--- config.mk ---
export PLATFORM = sky130hd
export DESIGN_NAME = gbsc_ram
export DESIGN_NICKNAME = d
export VERILOG_FILES = /design/src/sv/gbsc_ram.sv
export SDC_FILE = /design/constraint.sdc
export NUM_CORES = 1
export LEC_CHECK = 0
export BUFFER_PORTS_ARGS = -buffer_cell sky130_fd_sc_hd__buf_2
export CORE_MARGIN = 4
export CORE_UTILIZATION = 35
export CTS_CLUSTER_SIZE = 40
export DETAILED_ROUTE_END_ITERATION = 12
export HOLD_SLACK_MARGIN = 0.12
export PLACE_DENSITY_LB_ADDON = 0.08
export SYNTH_ARGS = -nofsm -noshare
export SYNTH_HDL_FRONTEND = slang
export SYNTH_SLANG_ARGS = --single-unit
--- constraint.sdc ---
create_clock -name clk_i -period 2.3 [get_ports clk_i]
set_input_delay 0.575 -clock clk_i [delete_from_list [all_inputs] [get_ports clk_i]]
set_output_delay 0.575 -clock clk_i [all_outputs]
set_load 0.01 [all_outputs]
--- src/sv/gbsc_ram.sv ---
// generic single-port synchronous ram with registered read
module gbsc_ram #(
  parameter int unsigned WIDTH = 8,
  parameter int unsigned DEPTH = 16
) (
  input  logic                     clk_i,
  input  logic [$clog2(DEPTH)-1:0] addr_i,
  input  logic                     we_i,
  input  logic [WIDTH-1:0]         wdata_i,
  output logic [WIDTH-1:0]         rdata_o
);

  logic [WIDTH-1:0] mem_q [DEPTH];
  logic [WIDTH-1:0] rdata_q;

  always_ff @(posedge clk_i) begin
    if (we_i) begin
      mem_q[addr_i] <= wdata_i;
    end
    rdata_q <= mem_q[addr_i];
  end

  assign rdata_o = rdata_q;

endmodule

==> impl_results.md <==
- R2R Path End: rdata_o[1]$_DFF_P_
- Worst hold stages: 1
- DR DRC count: 0
- Post-CTS Resized: 0
- Worst-margin pin slew: roughly 400 ps
- Vias in the first global route: about 2600
- Sw frac: 18.8%
- DIE HEIGHT: 128 µm
- Wire length on met2: a little under 5 mm
- Uppermost layer routed: met4
- Grt total ovfl: 0
- Sequential Power Share: a little under half
- # rows: 43
- Max clock buf depth: 2
- Cell count after synthesis: 230
- Post-Synth Adder-Cell Area: 0%
- Clock share of power: approximately 48%
- Vias per cell: 4.93
- Worst Path Buf+Inv: 2
- DRT iter0 DRCs: 194
- #FFs+latches synth: between 100 and 150
- Gr usage total: around 14%
- Largest net degree at the start of global routing: 19
- Switching pwr: about 0.0011 W
- Clk_skew: about 5.2 ps
- Nets: ~300
- Syn_nets: about 240
- Mux contribution to synthesized area: around 14%
- Share of post-route cells with drive strength above 1: 37.4%
- Antenna violations before repair: 0
- Power Dens Cells: 951 nW/µm²
- Worst path max stage delay: ~340 ps
- CP Data Required Time: ~2600 ps
- Worst reg2reg setup slack: between 900 and 1000 ps
- Hold Crit Class: in -> reg
- Post-DP HPWL: about 7.0 mm
- Initial Util: around 36%
- CTS Root Cell: clkbuf_16
- Max Cap Viol: 0
- CTS tree: yes
- Yosys cell types: 18
- Port Buffers: 21
- Min Tclk post-route: approximately 1600 ps
- Total Wirelength: slightly above 10 mm
- Hold_ws: between 500 and 600 ps
- Slew Viols, Final: 0
- Crit path DAT: 1880 ps
- Post CTS Setup Buffer Count: 0
- Leak Pwr: between 2 and 2.5 nW
- VDD IR max: 0.476 mV
- Fillers: about 1200
- Fmax: around 0.63 GHz
- Syn avg cell area: 22.0 µm²
- Overall die area: approximately 16000 µm²
- Clk_lat worst skew: a little over 400 ps
- Antenna viol nets, final: 0
- Worst slew margin relative to its limit: roughly three quarters
- Compound-Gate Fraction of Synth Area: under 10%
- Core Region: between 10000 and 15000 µm²
- Unrepaired setup endpoints after global routing: no
- Combinational Power Share: between 4 and 5%
- Mapped cell area: slightly above 5000 µm²
- Htree depth: 4
- Total clock sinks: 136
- CP max FO: 16
- Crit path kind: in -> reg
- Post-synthesis sequential area ratio: 79.0%
- Routability Congestion: roughly 0.7
- Area growth, synth to finish: 23.0%
- Largest family of logic cells by synthesized area: multiplexers
- Reg2reg start: mem_q[3][1]$_DFFE_PP_
- Pre-antenna DRT Iters: 4
- Via count: 2375
- Hold Fails Final Rpt: 0
- Setup TNS: 0 ps
- Worst hold start: wdata_i[6]
- Post-Synth XOR/XNOR Area: 0%
- Setup Viol. Count Final: 0
- Worst setup EP type: flip-flop
- Worst path top cell family by delay: buffers and inverters
- Die Wd: about 130 µm
- DR WL/cell: ~21 µm
- CTS clk-pin slew, worst paths: approximately 50 ps
- Cts bufs inserted: 17
- Status: completed
- Worst hold endpoint: mem_q[7][6]$_DFFE_PP_
- Simple-gate share of the synthesized area: under 10%
- Pint: about 0.0048 W
- Yosys warning count: 0
- Routed met3 length: 543 µm
- CP startpoint kind: input port
- Crit-path slowest cell: buf_2
- # hold bufs at CTS: 0
- Metal-1 WL: roughly 4.4 mm
- Final Cycle Share: a little under 70%
- Antenna diodes: 0
- I/O Pins: 22
- Reg2Reg Depth: 3
- First-pass GRT wire length: 16.1 mm
- Worst-path cell chain: buf_2, buf_4, mux4_2, a22oi_1, nand2_1
-- cells in the final DEF, fill, tap and decap left out --
cell,synthesis,layout
dfxtp_1,8,8
clkbuf_16,0,17
buf_12,0,3
a22oi_1,16,16
nand2_1,9,9
clkinv_1,0,1
nand3b_1,2,2
and2_1,1,1
buf_4,0,27
nor2_1,13,13
clkinv_2,0,4
nor3_1,4,4
or3b_2,1,1
nand3_1,1,1
nor2b_1,2,2
nand2b_1,2,2
clkbuf_1,2,2
bufinv_16,0,4
edfxtp_1,128,128
buf_2,2,21
mux4_2,32,32
clkbuf_8,0,4
-- cell type report --
cell class,count,area (µm²),area share [%]
Tap cell,180,225,3.61
Clock inverter,9,144,2.31
Multi-Input combinational cell,83,1000,16.1
Timing Repair Buffer,51,368,5.90
Clock buffer,23,488,7.83
Sequential cell,136,4000,64.2
-- synth_stat cells (all sizes together) --
library cell / number / area, µm²
nor2b: 2 / 12.5
mux4: 32 / 721
a22oi: 16 / 120
buf: 8 / 47.5
and2: 1 / 6.26
nand2b: 2 / 12.5
dfxtp: 8 / 160
nand3b: 2 / 15.0
nor3: 4 / 20.0
nand3: 1 / 5.00
clkbuf: 3 / 12.5
or3b: 1 / 8.76
nor2: 13 / 48.8
nand2: 9 / 33.8
edfxtp: 128 / 3840
-- cells by family (layout without fill, tap and decap cells) --
family,Yosys count,in the layout
flip-flops,136,136
AND/OR/NAND/NOR,35,35
multiplexers,32,32
AO/OA/AOI/OAI,16,16
buffers and inverters,11,83
-- power groups by stage --
| stage | Clock [W] | Sequential (W) | Combinational (W) |
|---|---|---|---|
| 2_1_floorplan | 0 | 0.00284 | 0.000143 |
| 3_3_place_gp | 0 | 0.00284 | 0.000284 |
| 3_5_place_dp | 0 | 0.00284 | 0.000286 |
| 4_1_cts | 0.00292 | 0.00279 | 0.000286 |
| 5_1_grt | 0.00305 | 0.00279 | 0.000308 |
| 6_report | 0.00286 | 0.00279 | 0.000277 |
-- worst max-delay path by stage --
stage                         start                     to  cells after the start
after detailed placement  addr_i[1]     rdata_o[2]$_DFF_P_                      5
after global placement    addr_i[1]     rdata_o[5]$_DFF_P_                      5
after global routing      addr_i[1]     rdata_o[2]$_DFF_P_                      5
after CTS                 addr_i[1]     rdata_o[2]$_DFF_P_                      5
final                     addr_i[1]     rdata_o[2]$_DFF_P_                      5
after floorplan           addr_i[2]  mem_q[0][0]$_DFFE_PP_                      2
-- state kept, by name, indices dropped and copies added (netlist names) --
name and cells:
mem_q 128, rdata_o 8
-- per-layer routing --
layer	vias to the layer above	GRT usage, %
met3	18	3.75
li1	1079	-
met5	-	0
met2	65	21.0
met4	0	7.49
met1	1213	18.1
-- stage by stage --
| step | util [%] | instances | cell area, µm² | power, W | worst slack [ps] |
|---|---|---|---|---|---|
| 4_1_cts | 44.4 | 482 | 6230 | 0.00600 | 711 |
| 6_report | 44.4 | 482 | 6230 | 0.00593 | 713 |
| 3_5_place_dp | 39.9 | 450 | 5600 | 0.00313 | 273 |
| 3_3_place_gp | 39.9 | 450 | 5600 | 0.00312 | 252 |
| 5_1_grt | 44.4 | 482 | 6230 | 0.00615 | 648 |
| 2_1_floorplan | - | 230 | 5070 | 0.00299 | 232 |
No activity file was read; power rests on OpenSTA's default activity.
